===== src/lsfe_pkg.sv =====
// shared types and constants for the lin slave frame engine
`default_nettype none
package lsfe_pkg;
  localparam logic [7:0] SYNC_BYTE = 8'h55;
  localparam logic [7:0] SID_STATE = 8'hB8;
  localparam logic [7:0] SID_ERROR = 8'hB2;
  localparam logic [5:0] ID_SETPT = 6'h20;
  localparam logic [5:0] ID_TEMPS = 6'h21;
  localparam logic [5:0] ID_STAT = 6'h22;
  localparam logic [5:0] ID_DREQ = 6'h3C;
  localparam logic [5:0] ID_DRSP = 6'h3D;
  localparam logic [5:0] ID_MISC = 6'h16;
  localparam int unsigned QDEPTH = 2;

  typedef enum logic [2:0] {
    CFG_ROOM = 3'd0, CFG_WATER = 3'd1, CFG_BURNER = 3'd2,
    CFG_ECLASS = 3'd3, CFG_ECODE = 3'd4, CFG_ESHORT = 3'd5
  } cfg_idx_t;

  typedef enum logic [2:0] {
    EV_NONE = 3'd0, EV_HEADER = 3'd1, EV_FRAME = 3'd2, EV_BADSUM = 3'd3, EV_SENT = 3'd4
  } event_t;

  typedef enum logic [1:0] {PH_HUNT = 2'd0, PH_PID = 2'd1, PH_DATA = 2'd2} phase_t;
  typedef enum logic [1:0] {SVC_NONE = 2'd0, SVC_STATE = 2'd1, SVC_ERROR = 2'd2} svc_t;

  typedef struct packed {
    logic [7:0] rx_byte;
    logic       timeout;
  } in_item_t;

  typedef struct packed {
    logic        tx_valid;
    logic [7:0]  tx_byte;
    logic        tx_last;
    logic [2:0]  event_res;
    logic [15:0] room_setpoint;
    logic [7:0]  water_setpoint;
    logic [7:0]  heater_modes;
    logic [1:0]  requested_state;
    logic [1:0]  current_state;
  } out_item_t;

  // classified job handed from front to back
  typedef struct packed {
    logic        send;
    logic [2:0]  event_res;
    logic [7:0]  pid;
    logic [63:0] data;   // byte i at [8i+7:8i]
    logic        classic; // checksum over data only, no pid seed
    logic [15:0] room_setpoint;
    logic [7:0]  water_setpoint;
    logic [7:0]  heater_modes;
    logic [1:0]  requested_state;
    logic [1:0]  current_state;
  } job_t;

  function automatic logic [7:0] add_carry(input logic [7:0] s, input logic [7:0] b);
    logic [8:0] t;
    t = {1'b0, s} + {1'b0, b};
    return t[8] ? (t[7:0] + 8'd1) : t[7:0];
  endfunction

  function automatic logic parity_ok(input logic [7:0] p);
    logic p0, p1;
    p0 = p[0] ^ p[1] ^ p[2] ^ p[4];
    p1 = ~(p[1] ^ p[3] ^ p[4] ^ p[5]);
    return (p[6] == p0) && (p[7] == p1);
  endfunction

  function automatic logic [3:0] data_len(input logic [5:0] id);
    logic [3:0] n;
    unique case (id)
      ID_SETPT, ID_TEMPS, ID_STAT, ID_DREQ, ID_DRSP, ID_MISC: n = 4'd8;
      6'h02, 6'h03, 6'h04, 6'h05, 6'h06, 6'h07: n = 4'd2;
      default: n = 4'd0;
    endcase
    return n;
  endfunction
endpackage
`default_nettype wire


===== src/lin_slave_frame_engine_top.sv =====
// top level of the lin slave frame engine
// a request taken by the parser is written into the job queue and reaches the output from the queue head
// the parser takes one request per cycle while the job queue is not full; a response pid yields 12 results
// the two-entry job queue lets the parser take bytes while a response drains
// reset (rst, synchronous, active high) empties the queue and restores all registers
// except the frame data store and the queue slots, which hold nothing valid until written
`default_nettype none
module lin_slave_frame_engine_top #(
  parameter int unsigned QUEUE_DEPTH = lsfe_pkg::QDEPTH
) (
  input  wire logic                clk,
  input  wire logic                rst,
  input  wire logic                in_valid,
  output logic                     in_stall,
  input  wire lsfe_pkg::in_item_t  in_data,
  output logic                     out_valid,
  input  wire logic                out_stall,
  output lsfe_pkg::out_item_t      out_data,
  input  wire logic                cfg_we,
  input  wire logic [11:0]         cfg_index,
  input  wire logic [11:0]         cfg_data
);
  import lsfe_pkg::*;

  // front to queue
  logic job_valid, q_full, q_avail, q_pop;
  job_t job_in, job_head;

  lsfe_front u_front (
    .clk, .rst, .in_valid, .in_stall, .in_data,
    .cfg_we, .cfg_index_w(cfg_index), .cfg_data_w(cfg_data),
    .job_valid, .job_full(q_full), .job(job_in)
  );

  // decouples parsing from response serialization
  lsfe_queue #(.DEPTH(QUEUE_DEPTH)) u_queue (
    .clk, .rst, .push(job_valid), .push_job(job_in), .full(q_full),
    .avail(q_avail), .pop(q_pop), .head(job_head)
  );

  // response bytes and checksum go out one per cycle while out_stall is low
  lsfe_back u_back (
    .clk, .rst, .job_avail(q_avail), .job(job_head), .job_pop(q_pop),
    .out_valid, .out_stall, .out_data
  );

  // stall follows queue fill
  a_stall_full: assert property (@(posedge clk) disable iff (rst) in_stall == q_full)
    else $error("stall does not match queue full");
  // only response results carry a transmit byte
  a_tx_event: assert property (@(posedge clk) disable iff (rst)
    out_valid |-> (out_data.tx_valid == (out_data.event_res == EV_SENT)))
    else $error("tx_valid and event disagree");
  // a silent result is always the last one
  a_single: assert property (@(posedge clk) disable iff (rst)
    (out_valid && !out_data.tx_valid) |-> out_data.tx_last)
    else $error("non-response result not marked last");
endmodule
`default_nettype wire


===== src/lsfe_front.sv =====
// front end: byte parser, state registers and job classification
`default_nettype none
module lsfe_front (
  input  wire logic             clk,
  input  wire logic             rst,
  input  wire logic             in_valid,
  output logic                  in_stall,
  input  wire lsfe_pkg::in_item_t in_data,
  input  wire logic             cfg_we,
  input  wire logic [11:0]      cfg_index_w,
  input  wire logic [11:0]      cfg_data_w,
  output logic                  job_valid,
  input  wire logic             job_full,
  output lsfe_pkg::job_t        job
);
  import lsfe_pkg::*;

  logic [11:0] room_temp, water_temp;
  logic        burner;
  logic [7:0]  err_class, err_code, err_short;
  phase_t      phase, phase_next;
  logic [7:0]  frame_pid, frame_pid_next, running_sum, running_sum_next;
  logic [3:0]  data_count, data_count_next;
  logic [7:0]  frame_data [8];
  logic [15:0] room_sp, room_sp_next;
  logic [7:0]  water_sp, water_sp_next, modes, modes_next;
  svc_t        pend_svc, pend_svc_next;
  logic [1:0]  pend_state, pend_state_next, req_state, req_state_next;
  logic [1:0]  cur_state, cur_state_next;
  logic        wr_data;
  logic [7:0]  d [8];
  logic        send;
  logic [2:0]  ev;
  logic [5:0]  id, fid;
  logic [7:0]  b;
  logic        acc;

  assign in_stall = job_full;
  assign acc = in_valid && !job_full;
  assign b = in_data.rx_byte;
  assign id = b[5:0];
  assign fid = frame_pid[5:0];

  always_ff @(posedge clk) begin
    if (rst) begin
      room_temp <= 12'd2945; water_temp <= 12'd3210; burner <= 1'b0;
      err_class <= '0; err_code <= '0; err_short <= '0;
    end else if (cfg_we) begin
      unique case (cfg_idx_t'(cfg_index_w[2:0]))
        CFG_ROOM:   if (cfg_index_w[11:3] == '0) room_temp <= cfg_data_w;
        CFG_WATER:  if (cfg_index_w[11:3] == '0) water_temp <= cfg_data_w;
        CFG_BURNER: if (cfg_index_w[11:3] == '0) burner <= cfg_data_w[0];
        CFG_ECLASS: if (cfg_index_w[11:3] == '0) err_class <= cfg_data_w[7:0];
        CFG_ECODE:  if (cfg_index_w[11:3] == '0) err_code <= cfg_data_w[7:0];
        CFG_ESHORT: if (cfg_index_w[11:3] == '0) err_short <= cfg_data_w[7:0];
        default: ;
      endcase
    end
  end

  always_comb begin
    phase_next = phase; frame_pid_next = frame_pid; data_count_next = data_count;
    running_sum_next = running_sum; room_sp_next = room_sp; water_sp_next = water_sp;
    modes_next = modes; pend_svc_next = pend_svc; pend_state_next = pend_state;
    req_state_next = req_state; cur_state_next = cur_state;
    wr_data = 1'b0; send = 1'b0; ev = EV_NONE;
    for (int i = 0; i < 8; i++) d[i] = 8'h00;
    if (in_data.timeout) begin
      phase_next = PH_HUNT; data_count_next = '0; running_sum_next = '0;
    end else if (phase == PH_PID) begin
      phase_next = PH_HUNT;
      if (parity_ok(b) && data_len(id) != 4'd0) begin
        frame_pid_next = b;
        if (id == ID_TEMPS) begin
          d[0] = room_temp[7:0];
          d[1] = {water_temp[3:0], room_temp[11:8]};
          d[2] = water_temp[11:4];
          d[3] = SID_STATE;
          send = 1'b1;
        end else if (id == ID_STAT) begin
          d[0] = 8'h81;
          d[1] = burner ? 8'h40 : 8'hD0;
          d[2] = burner ? 8'd48 : 8'h10;
          send = 1'b1;
        end else if (id == ID_DRSP) begin
          if (pend_svc == SVC_STATE) begin
            d[0] = 8'h01; d[1] = 8'h06; d[2] = 8'hF8;
            d[3] = {6'd0, pend_state}; d[4] = {6'd0, cur_state};
            cur_state_next = pend_state; send = 1'b1;
          end else if (pend_svc == SVC_ERROR) begin
            d[0] = 8'h7F; d[1] = 8'h06; d[2] = 8'hF2;
            d[4] = err_class; d[5] = err_code; d[6] = err_short;
            send = 1'b1;
          end
          if (send) pend_svc_next = SVC_NONE;
          else ev = EV_HEADER;
        end else begin
          phase_next = PH_DATA; data_count_next = '0;
          running_sum_next = (id == ID_DREQ) ? 8'h00 : b;
          ev = EV_HEADER;
        end
      end
    end else if (phase == PH_DATA) begin
      if (data_count < data_len(fid)) begin
        wr_data = 1'b1;
        running_sum_next = add_carry(running_sum, b);
        data_count_next = data_count + 4'd1;
      end else begin
        if (b == ~running_sum) begin
          ev = EV_FRAME;
          if (fid == ID_SETPT) begin
            room_sp_next = {frame_data[1], frame_data[0]};
            water_sp_next = frame_data[2];
            modes_next = frame_data[5];
          end else if (fid == ID_DREQ) begin
            if (frame_data[2] == SID_STATE) begin
              pend_svc_next = SVC_STATE;
              pend_state_next = (frame_data[5] != 8'h00) ? 2'd2 : 2'd1;
              req_state_next = pend_state_next;
            end else if (frame_data[2] == SID_ERROR) begin
              pend_svc_next = SVC_ERROR;
            end
          end
        end else begin
          ev = EV_BADSUM;
        end
        phase_next = PH_HUNT; data_count_next = '0; running_sum_next = '0;
      end
    end else begin
      phase_next = (b == SYNC_BYTE) ? PH_PID : PH_HUNT;
    end
  end

  always_ff @(posedge clk) begin
    if (rst) begin
      phase <= PH_HUNT; frame_pid <= '0; data_count <= '0; running_sum <= '0;
      room_sp <= 16'd43690; water_sp <= 8'd170; modes <= '0;
      pend_svc <= SVC_NONE; pend_state <= 2'd1; req_state <= 2'd1; cur_state <= 2'd1;
    end else if (acc) begin
      phase <= phase_next; frame_pid <= frame_pid_next; data_count <= data_count_next;
      running_sum <= running_sum_next; room_sp <= room_sp_next; water_sp <= water_sp_next;
      modes <= modes_next; pend_svc <= pend_svc_next; pend_state <= pend_state_next;
      req_state <= req_state_next; cur_state <= cur_state_next;
    end
  end

  always_ff @(posedge clk) begin
    if (acc && wr_data) frame_data[data_count[2:0]] <= b;
  end

  always_comb begin
    job_valid = acc;
    job.send = send;
    job.event_res = send ? EV_SENT : ev;
    job.pid = b;
    job.data = {d[7], d[6], d[5], d[4], d[3], d[2], d[1], d[0]};
    // diagnostic response uses the classic checksum
    job.classic = (id == ID_DRSP);
    job.room_setpoint = room_sp_next;
    job.water_setpoint = water_sp_next;
    job.heater_modes = modes_next;
    job.requested_state = req_state_next;
    job.current_state = cur_state_next;
  end
endmodule
`default_nettype wire


===== src/lsfe_queue.sv =====
// small fifo of classified jobs between front and back
`default_nettype none
module lsfe_queue #(
  parameter int unsigned DEPTH = lsfe_pkg::QDEPTH
) (
  input  wire logic          clk,
  input  wire logic          rst,
  input  wire logic          push,
  input  wire lsfe_pkg::job_t push_job,
  output logic               full,
  output logic               avail,
  input  wire logic          pop,
  output lsfe_pkg::job_t     head
);
  import lsfe_pkg::*;
  localparam int unsigned AW = (DEPTH > 1) ? $clog2(DEPTH) : 1;

  job_t slots [DEPTH];
  logic [AW-1:0] wp, rp;
  logic [AW:0]   cnt;

  assign full = (cnt == (AW+1)'(DEPTH));
  assign avail = (cnt != '0);
  assign head = slots[rp];

  always_ff @(posedge clk) begin
    if (push) slots[wp] <= push_job;
  end

  always_ff @(posedge clk) begin
    if (rst) begin
      wp <= '0; rp <= '0; cnt <= '0;
    end else begin
      if (push) wp <= (wp == AW'(DEPTH - 1)) ? '0 : wp + 1'b1;
      if (pop) rp <= (rp == AW'(DEPTH - 1)) ? '0 : rp + 1'b1;
      cnt <= cnt + (AW+1)'(push) - (AW+1)'(pop);
    end
  end
endmodule
`default_nettype wire


===== src/lsfe_back.sv =====
// back end: serializes each job into one or twelve result requests
`default_nettype none
module lsfe_back (
  input  wire logic           clk,
  input  wire logic           rst,
  input  wire logic           job_avail,
  input  wire lsfe_pkg::job_t job,
  output logic                job_pop,
  output logic                out_valid,
  input  wire logic           out_stall,
  output lsfe_pkg::out_item_t out_data
);
  import lsfe_pkg::*;

  logic [3:0] idx;
  logic       last;
  logic [7:0] byte_sel;
  logic       fire;
  logic [7:0] csum;

  assign fire = job_avail && !out_stall;
  assign last = !job.send || (idx == 4'd11);
  assign job_pop = fire && last;
  assign out_valid = job_avail;

  always_comb begin
    unique case (idx)
      4'd0: byte_sel = 8'h00;
      4'd1: byte_sel = SYNC_BYTE;
      4'd2: byte_sel = job.pid;
      4'd11: byte_sel = ~csum;
      default: byte_sel = job.data[8*(idx - 4'd3) +: 8];
    endcase
    out_data.tx_valid = job.send;
    out_data.tx_byte = job.send ? byte_sel : 8'h00;
    out_data.tx_last = last;
    out_data.event_res = job.event_res;
    out_data.room_setpoint = job.room_setpoint;
    out_data.water_setpoint = job.water_setpoint;
    out_data.heater_modes = job.heater_modes;
    out_data.requested_state = job.requested_state;
    out_data.current_state = job.current_state;
  end

  // checksum gathered one data byte per emitted result
  always_ff @(posedge clk) begin
    if (rst) begin
      idx <= '0; csum <= '0;
    end else if (fire) begin
      idx <= last ? 4'd0 : idx + 4'd1;
      if (idx == 4'd2) csum <= job.classic ? 8'h00 : job.pid;
      else csum <= add_carry(csum, byte_sel);
    end
  end
endmodule
`default_nettype wire

===== config.mk =====
export PLATFORM = sky130hd
export DESIGN_NAME = lin_slave_frame_engine_top
export DESIGN_NICKNAME = d
export VERILOG_FILES = /design/src/lsfe_pkg.sv /design/src/lin_slave_frame_engine_top.sv /design/src/lsfe_front.sv /design/src/lsfe_queue.sv /design/src/lsfe_back.sv
export SDC_FILE = /design/constraint.sdc
export NUM_CORES = 1
export LEC_CHECK = 0
export ABC_CLOCK_PERIOD_IN_PS = 15400
export BUFFER_PORTS_ARGS = -buffer_cell sky130_fd_sc_hd__buf_2
export CAP_MARGIN = 10
export CORE_MARGIN = 3
export CORE_UTILIZATION = 55
export CTS_CLUSTER_DIAMETER = 40
export DETAILED_ROUTE_END_ITERATION = 6
export GPL_TIMING_DRIVEN = 0
export HOLD_SLACK_MARGIN = 0.08
export PLACE_DENSITY = 0.84
export SYNTH_ARGS = -nofsm -noshare
export SYNTH_HDL_FRONTEND = slang
export SYNTH_SLANG_ARGS = --single-unit

===== constraint.sdc =====
create_clock -name clk -period 15.4 [get_ports clk]
set_input_delay 3.08 -clock clk [delete_from_list [all_inputs] [get_ports clk]]
set_output_delay 3.08 -clock clk [all_outputs]
set_load 0.005 [all_outputs]

# [Yosys cells after proc, flatten, opt, wreduce, memory -nomap -nowiden]
# Memories as Yosys holds them, arrays and structs flattened. A register that Yosys moved wholly into a read port is not among the register bits.
# Cells that the tools add are included.
[word_totals] ff_bits=125 input_bits=38 ram_bits=274 wordCells=281 memories=2
[memory_table] name="u_queue.slots" words=2 word_bits=105 rd=1 rd_ports_with_merged_regs=1 wr=1 line_no="lsfe_queue.sv:18" source="job_t slots [DEPTH];"
[memory_table] name="u_front.frame_data" words=8 word_bits=8 rd=4 rd_ports_with_merged_regs=0 wr=1 line_no="lsfe_front.sv:24" source="logic [7:0] frame_data [8];"
[op_classes] n_mux=140 magnitude_cmp=1 reduce_logical=36 addsub=11 n_shift=1 n_eq_ne=55 n_bitwise=13
[op_table] op="$mux W56" n=4
[op_table] op="$mux W8" n=28
[op_table] op="$mux W16" n=7
[op_table] op="$mux W24" n=4
[op_table] op="$mux W2" n=38
[op_table] op="$mux W32" n=2
[op_table] op="$shiftx A64 B33 Y8" n=1
[op_table] op="$eq A6 B6 Y1 const B" n=10
[op_table] op="$mux W4" n=14
[op_table] op="$eq A6 B3 Y1 const B" n=8
[op_table] op="$pmux W8 S4" n=1
[op_table] op="$mux W1" n=29
[op_table] op="$mux W3" n=9
[op_table] op="$eq A6 B2 Y1 const B" n=4
[op_table] op="$reduce_or A6 Y1" n=4
[op_table] op="$mux W23" n=1
[op_table] op="$add A8 B8 Y9" n=2
[op_table] op="$reduce_and A3 Y1" n=6
[op_table] op="$add A8 B1 Y8 const B" n=2
[op_table] op="$eq A8 B8 Y1 const B" n=2
[op_table] op="$not A8 Y8" n=2
[op_table] op="$pmux W4 S2" n=2
[op_table] op="$reduce_and A13 Y1" n=1
[op_table] op="$eq A6 B5 Y1 const B" n=2
[op_table] op="38 further kinds" n=74

# [Depth between registers and ports, before layout]
# Gate-level depths: netlist of the first run.
[logic_depth] ltp_word=18 ltp_mapped=20 ltp_nobuf=16

# [Cells and area by module]
# Synthesis of the first run repeated with hierarchy kept, for this count alone.
[unflattened] hier_cells=1421 hier_area_um2=18127.4
[modules_own_cells] module="lsfe_queue" area_per_inst_um2=8665.8 instances=1 seq_area_each_um2=6886.6 cells_per_inst=373
[modules_own_cells] module="lsfe_front" area_per_inst_um2=7383.3 instances=1 seq_area_each_um2=3143.0 cells_per_inst=801
[modules_own_cells] module="lsfe_back" area_per_inst_um2=2078.2 instances=1 seq_area_each_um2=240.2 cells_per_inst=247

# [Worst setup path after synthesis of the first run]
# Ideal clock, no wire load.
[synth_path] kind="input to register" from="input port in_valid" to="memory u_queue.slots[0][0] (netlist bit), enable pin" path_buffers=1 arrival_time_ns=7.536 stages=3 setup_slack_ns=7.304 cell_sequence="nand2b_1 clkbuf_1 nor2_1"
[synth_between] elab_chain_cells=3
[synth_rtl] item="from (decl)" line_no="lin_slave_frame_engine_top.sv:13" source="input wire logic in_valid,"
[synth_rtl] item="$logic_and A1 B1 Y1" line_no="lsfe_front.sv:39" source="assign acc = in_valid && !job_full;"
[synth_rtl] item="$mux W1" line_no="lsfe_queue.sv:27" source="if (push) slots[wp] <= push_job;"
[synth_rtl] item="$mux W1 (not written as such)" line_no="lsfe_queue.sv:27"
[synth_rtl] item="to (decl)" line_no="lsfe_queue.sv:18"
# No other way between the ends.

==> results of run 1 <==
==> power by group through the flow <==
| stage | sequential, mW | clock [mW] | combinational [mW] |
|---|---|---|---|
| after floorplan | 1.14 | 0 | 0.252 |
| after global placement | 1.16 | 0 | 0.362 |
| after detailed placement | 1.14 | 0 | 0.389 |
| after CTS | 1.12 | 0.922 | 0.393 |
| after global routing | 1.13 | 0.963 | 0.426 |
| final | 1.12 | 0.914 | 0.394 |
==> through the flow <==
| step | total power, mW | util | hold slack [ns] | cells | setup slack, ns |
|---|---|---|---|---|---|
| 3_5_place_dp | 1.53 | 0.599 | 0.445 | 1832 | 8.13 |
| 5_1_grt | 2.51 | 0.643 | 0.477 | 1902 | 7.28 |
| 6_report | 2.43 | 0.643 | 0.455 | 1903 | 7.50 |
| 3_3_place_gp | 1.52 | 0.593 | 0.437 | 1824 | 4.83 |
| 4_1_cts | 2.44 | 0.643 | 0.455 | 1902 | 7.54 |
| 2_1_floorplan | 1.40 | - | 0.427 | 1354 | 7.30 |
==> final cells by class <==
type	instances	area, sq um
clock inverter	20	200
clock buffer	50	1080
inverter	35	131
multi-input combinational	890	6290
sequential	356	9430
fill	2013	10300
antenna	1	2.50
timing repair buffer	94	573
buffer	73	332
tap	384	480
==> worst paths after layout <==
path                        startpoint                   end  slack [ns]  cells after the start
hold reg to reg   u_front.room_temp[5]  u_front.room_temp[5]        0.45                      2
hold / removal    u_front.room_temp[5]  u_front.room_temp[5]        0.45                      2
setup reg to reg         u_back.idx[0]        u_back.csum[7]        9.17                     20
setup / recovery         u_back.idx[0]          out_data[45]        7.50                     12
==> worst max-delay path, delay by kind of cell (launching register included) <==
kind                       cells  cell delay, ns
buffers and inverters          7            2.56
and+or+nand+nor                1            0.22
AOI/OAI and AO/OA              3            0.79
adders and majority gates      1            0.36
DFF                            1            0.36
==> per-layer routing <==
metal	global-route usage	vias to the layer above	wire length (um)
li1	-	5238	-
met1	0.336	5586	15900
met2	0.416	613	18800
met3	0.0370	114	3260
met4	0.0955	0	1500
met5	0	-	0
==> flip-flops by register name, indices dropped and copies added, names as in the netlist, 2 cells and up, named ones only <==
| signal | count |
|---|---|
| u_front.pend_state | 2 |
| u_front.water_temp | 12 |
| u_front.cur_state | 2 |
| u_back.csum | 8 |
| u_front.modes | 8 |
| u_queue.slots | 198 |
| u_front.water_sp | 8 |
| u_front.room_temp | 12 |
| u_front.pend_svc | 2 |
| u_front.err_code | 8 |
| u_front.err_short | 8 |
| u_front.frame_data | 32 |
| u_queue.cnt | 2 |
| u_front.err_class | 8 |
| u_front.running_sum | 8 |
| u_front.phase | 2 |
| u_front.frame_pid | 6 |
| u_front.req_state | 2 |
| u_front.room_sp | 16 |
| u_back.idx | 4 |
| u_front.data_count | 4 |
==> placed cells by master, fill, tap and decap left out, types with 8 or more instances in the layout <==
cell	instances
edfxtp_1	230
nand2_1	142
dfxtp_1	126
nor2_1	124
buf_2	103
mux2_2	92
a21oi_1	74
mux2i_1	58
clkbuf_1	49
clkbuf_16	40
and2_1	39
ha_1	36
inv_1	35
o21ai_0	29
nand3_1	23
nor3_1	22
xnor2_1	21
nand3b_1	19
nand2b_1	16
mux4_2	13
xor2_1	11
buf_4	9
and3_1	9
a221oi_1	9
o211ai_1	9
nor4_1	8
==> logic make-up (layout without fill, tap and decap cells) <==
logic type,count (synthesis),after routing,share of synthesized area
xor gates and xnor gates,32,32,0.0174
muxes,163,163,0.118
and+or+nand+nor,453,453,0.136
other,0,1,0
DFF,356,356,0.584
AOI/OAI and AO/OA,204,204,0.0850
adders and majority gates,38,38,0.0304
buffers and inverters,108,272,0.0287
==> flow_summary.yaml, run 1 <==
clocking:
  cts.sinks: 356
  post_cts_buffers: 0
  postCtsHoldBufs: 0
  insertion_delay_ns: 0.53
  htreeDepth: 2
  cts_tree: "built"
  cts_resized: 0
  clk_pin_slew_ns: 0.06
  cts.root.buffer_cell: "clkbuf_16"
  numCtsBuffers: 38
  cts_buffer_depth: 3
power:
  cellInternalPower_mw: 1.79
  combPwrFrac: 0.162
  leakagePower_nw: 6.78
  pwr-share-seq: 0.461
  clkPwrFrac: 0.376
  power_density_nw_per_um2: 131
  switching_share: 0.263
  p_switching_uw: 638
  vdd_drop_max_mv: 0.0801
floorplan:
  core_sq_um: 28800
  die_height_um: 177
  initial_core_util: 0.561
  die-area_sq_um: 31400
  row_count: 62
  die_w_um: 177
  pin_count: 89
synth:
  netlist_top_cells_count: "230 x edfxtp_1, 142 x nand2_1, 126 x dfxtp_1, 126 x nor2_1, 92 x mux2_2"
  syn_area_sq_um: 16100
  yosys-top-cells-area: "edfxtp_1 43%, dfxtp_1 16%, mux2_2 6.4%, mux2i_1 3.6%, nand2_1 3.3%"
  yosysMostFrequentCell: "edfxtp_1"
  synth_top_area_share: 0.428
  syn_nets: 1430
  post-synth-top-area-cell: "edfxtp_1"
  avgSynthCellArea_sq_um: 11.9
  synth_flop_cell: "edfxtp_1"
  ys_types: 75
  ys_seq_area_frac: 0.584
  synth_edf_count: 230
  async_flop_share: 0
  syn_inst: 1354
  synth_seq_cells: 356
  synth_warnings: 0
finish:
  fin_nets: 1564
  area_growth_pct: 14.7
  design_area_sq_um: 18500
  drive_gt1_frac: 0.205
placed_design:
  portBuffers: 86
  routabilityCongestion: 0.937
  hpwl_mm: 27.5
  placed_cell_area_sq_um: 17200
sta:
  drv_slew: 0
  rsz0062_at_grt: "false"
  clock_skew_ns: 0.0190
  slew_headroom: 0.292
  finalHoldViolCount: 0
  fin_crit_sh: 0.513
  setup_viol_count_final: 0
  worst_pin_slew_ns: 1.05
  setup-tns-final_ns: 0
  fin_crit_ns: 7.90
  fmax_mhz: 127
global_routing:
  overflow: 0
  track_usage: 0.251
  grt_pass1_vias: 11400
  antenna_found_initial: 2
  grt_pass1_wl_mm: 61.8
  grt_max_degree: 34
detailed_routing:
  firstDrtPassIters: 6
  vias_per_cell: 6.07
  ant_nets: 0
  vias: 11600
  drc: 0
  drtIter0Drc: 1245
  wl_per_cell_um: 20.7
  routed_wl_mm: 39.4
critical_path:
  slowest_stage: "clkbuf_1"
  worst_setup_path_start_kind: "register"
  end_kind: "output port"
  crit_type: "reg2out"
  crit_top_cell: "clkbuf_1"
  slowest_delay_ns: 0.61
  critPathMaxFanout: 10
  crit_chain: "clkbuf_1 -> clkbuf_1 -> inv_1 -> ha_1 -> buf_2 -> buf_1 -> clkbuf_1 -> o311ai_0 -> o211ai_1 -> o221ai_1 -> and2_1 -> buf_2"
  worstPathArrival_ns: 4.82
  cp_data_required_time_ns: 12.32
outcome:
  status: "completed"
min_path:
  holdCritPathClass: "reg2reg"
flow_run:
  maxCapViolCount: 0
No activity file was read; power rests on OpenSTA's default activity.
==> run 2, diff against run 1 <==
- ABC_CLOCK_PERIOD_IN_PS: 15400 -> 7100
- PLACE_DENSITY: 0.84 -> 0.87
- clock period: 15.4 -> 7.1 ns (I/O delays scaled with it)
==> flow_summary.yaml, run 2 (synthesis results as in run 1) <==
sta:
  rsz0062_at_grt: "false"
  setup_viol_count_final: 0
  fmax_mhz: 155
  clock_skew_ns: 0.0237
  finalHoldViolCount: 0
  drv_slew: 0
  fin_crit_ns: 6.47
  fin_ws_ns: 0.629
  fin_crit_sh: 0.911
  worst_pin_slew_ns: 1.03
  slew_headroom: 0.306
  finalHoldWorstSlack_ns: 0.456
  setup-tns-final_ns: 0
floorplan:
  die-area_sq_um: 31400
  core_sq_um: 28800
  die_w_um: 177
  pin_count: 89
  initial_core_util: 0.561
  die_height_um: 177
  row_count: 62
placed_design:
  portBuffers: 86
  routabilityCongestion: 0.918
  hpwl_mm: 27.6
  dpl.cell_count: 1832
  placed_cell_area_sq_um: 17300
  place_worst_setup_slack_ns: 0.925
power:
  vdd_drop_max_mv: 0.156
  power_density_nw_per_um2: 279
  total_power_mw: 5.14
  leakagePower_nw: 6.71
clocking:
  cts_buffer_depth: 3
  clk_pin_slew_ns: 0.06
  postCtsHoldBufs: 0
  insertion_delay_ns: 0.53
  cts_tree: "built"
  cts.root.buffer_cell: "clkbuf_16"
  numCtsBuffers: 37
  post_cts_buffers: 0
  cts.sinks: 356
  htreeDepth: 2
  cts_resized: 0
detailed_routing:
  drtIter0Drc: 1467
  ant_nets: 0
  drc: 0
  routed_wl_mm: 41.7
  vias: 11900
  wl_per_cell_um: 22.0
  vias_per_cell: 6.25
  firstDrtPassIters: 6
finish:
  design_area_sq_um: 18400
  final_common_cell: "edfxtp_1"
  area_growth_pct: 14.0
  drive_gt1_frac: 0.200
  regMostFlops: "u_queue.slots"
  largest_reg_flops: 198
  final_cell_mix: "230 x edfxtp_1, 142 x nand2_1, 126 x dfxtp_1, 124 x nor2_1, 103 x buf_2"
  final_cell_count_no_fill: 1899
  utilization: 0.640
  fin_nets: 1563
critical_path:
  worst_setup_path_start_kind: "register"
  crit_type: "reg2reg"
  slowest_stage: "clkbuf_1"
  r2r_start: "u_back.idx[0]"
  worstPathArrival_ns: 6.93
  crit_chain: "clkbuf_1 -> clkbuf_1 -> inv_1 -> ha_1 -> buf_2 -> buf_1 -> clkbuf_1 -> mux2i_1 -> o32ai_1 -> a21oi_1 -> inv_1 -> ha_1 -> a211oi_1 -> nor3b_1 -> o31ai_1 -> o31ai_1 -> or4_1 -> o21bai_1 -> nand3_1"
  cp_num_buf_inv: 7
  end_kind: "register"
  reg2reg_depth: 19
  reg2reg_to: "u_back.csum[7]"
  critPathMaxFanout: 10
  rrSetupSlack_ns: 0.63
  cp_data_required_time_ns: 7.56
  crit_top_cell: "clkbuf_1"
  slowest_delay_ns: 0.66
  cp_top_family: "buffers and inverters"
global_routing:
  grt.met1_usage: 0.330
  track_usage: 0.261
  met2_usage: 0.427
  grt_pass1_wl_mm: 63.8
  grt_use_met3: 0.0528
  antenna_found_initial: 2
  overflow: 0
  grt_max_degree: 35
  grt_busiest_layer: "met2"
  grt_pass1_vias: 11800
min_path:
  holdCritPathClass: "reg2reg"
  hold_depth: 2
  worstHoldStart: "u_front.room_sp[10]"
  min_to: "u_front.room_sp[10]"
flow_run:
  maxCapViolCount: 0
outcome:
  status: "completed"
==> run 2: changes by cell type in the layout (fill, tap and decap cells not counted), moves of 3 or more <==
| cell | change |
|---|---|
| clkbuf_1 | +4 |
| buf_12 | -3 |
| clkbuf_8 | -3 |
| buf_16 | +3 |
==> run 2: cell type report <==
type                    count  area (sq um)
fillers                  1946         10400
flip-flops and latches    356          9430
multi-input cells         890          6290
clock buffers              52          1040
repair buffers             94           596
well taps                 384           480
plain buffers              73           332
inverters                  35           131
clock inverters            14           108
diodes                      1          2.50
==> run 2: tightest hold or removal path, stage by stage, from the launching register on <==
cell	delay (ns)
dfxtp_1	0.31
nand2_1	0.05
a21oi_1	0.05
==> run 2: how the worst max path moves through the flow <==
stage	start	end	slack, ns	cells after the start
after global routing	u_back.idx[0]	u_back.csum[7]	0.30	19
after detailed placement	u_back.idx[0]	u_back.csum[7]	0.93	19
after floorplan	in_valid	u_queue.slots[0][0]	0.66	3
final	u_back.idx[0]	u_back.csum[7]	0.63	19
after global placement	in_valid	u_queue.slots[0][82]	-1.74	4
after CTS	u_back.idx[0]	u_back.csum[7]	0.77	19
==> run 2: metal layers <==
| layer | share of wire | vias to the layer above |
|---|---|---|
| li1 | - | 5224 |
| met1 | 0.37 | 5672 |
| met2 | 0.48 | 793 |
| met3 | 0.10 | 184 |
| met4 | 0.051 | 2 |
| met5 | 0.00031 | - |
==> run 2: where the power goes <==
| group | internal [mW] | switching (mW) | total (mW) | leakage, nW |
|---|---|---|---|---|
| registers | 2.38 | 0.0587 | 2.44 | 3.12 |
| clock network | 1.04 | 0.790 | 1.83 | 0.569 |
| logic | 0.349 | 0.527 | 0.877 | 3.03 |
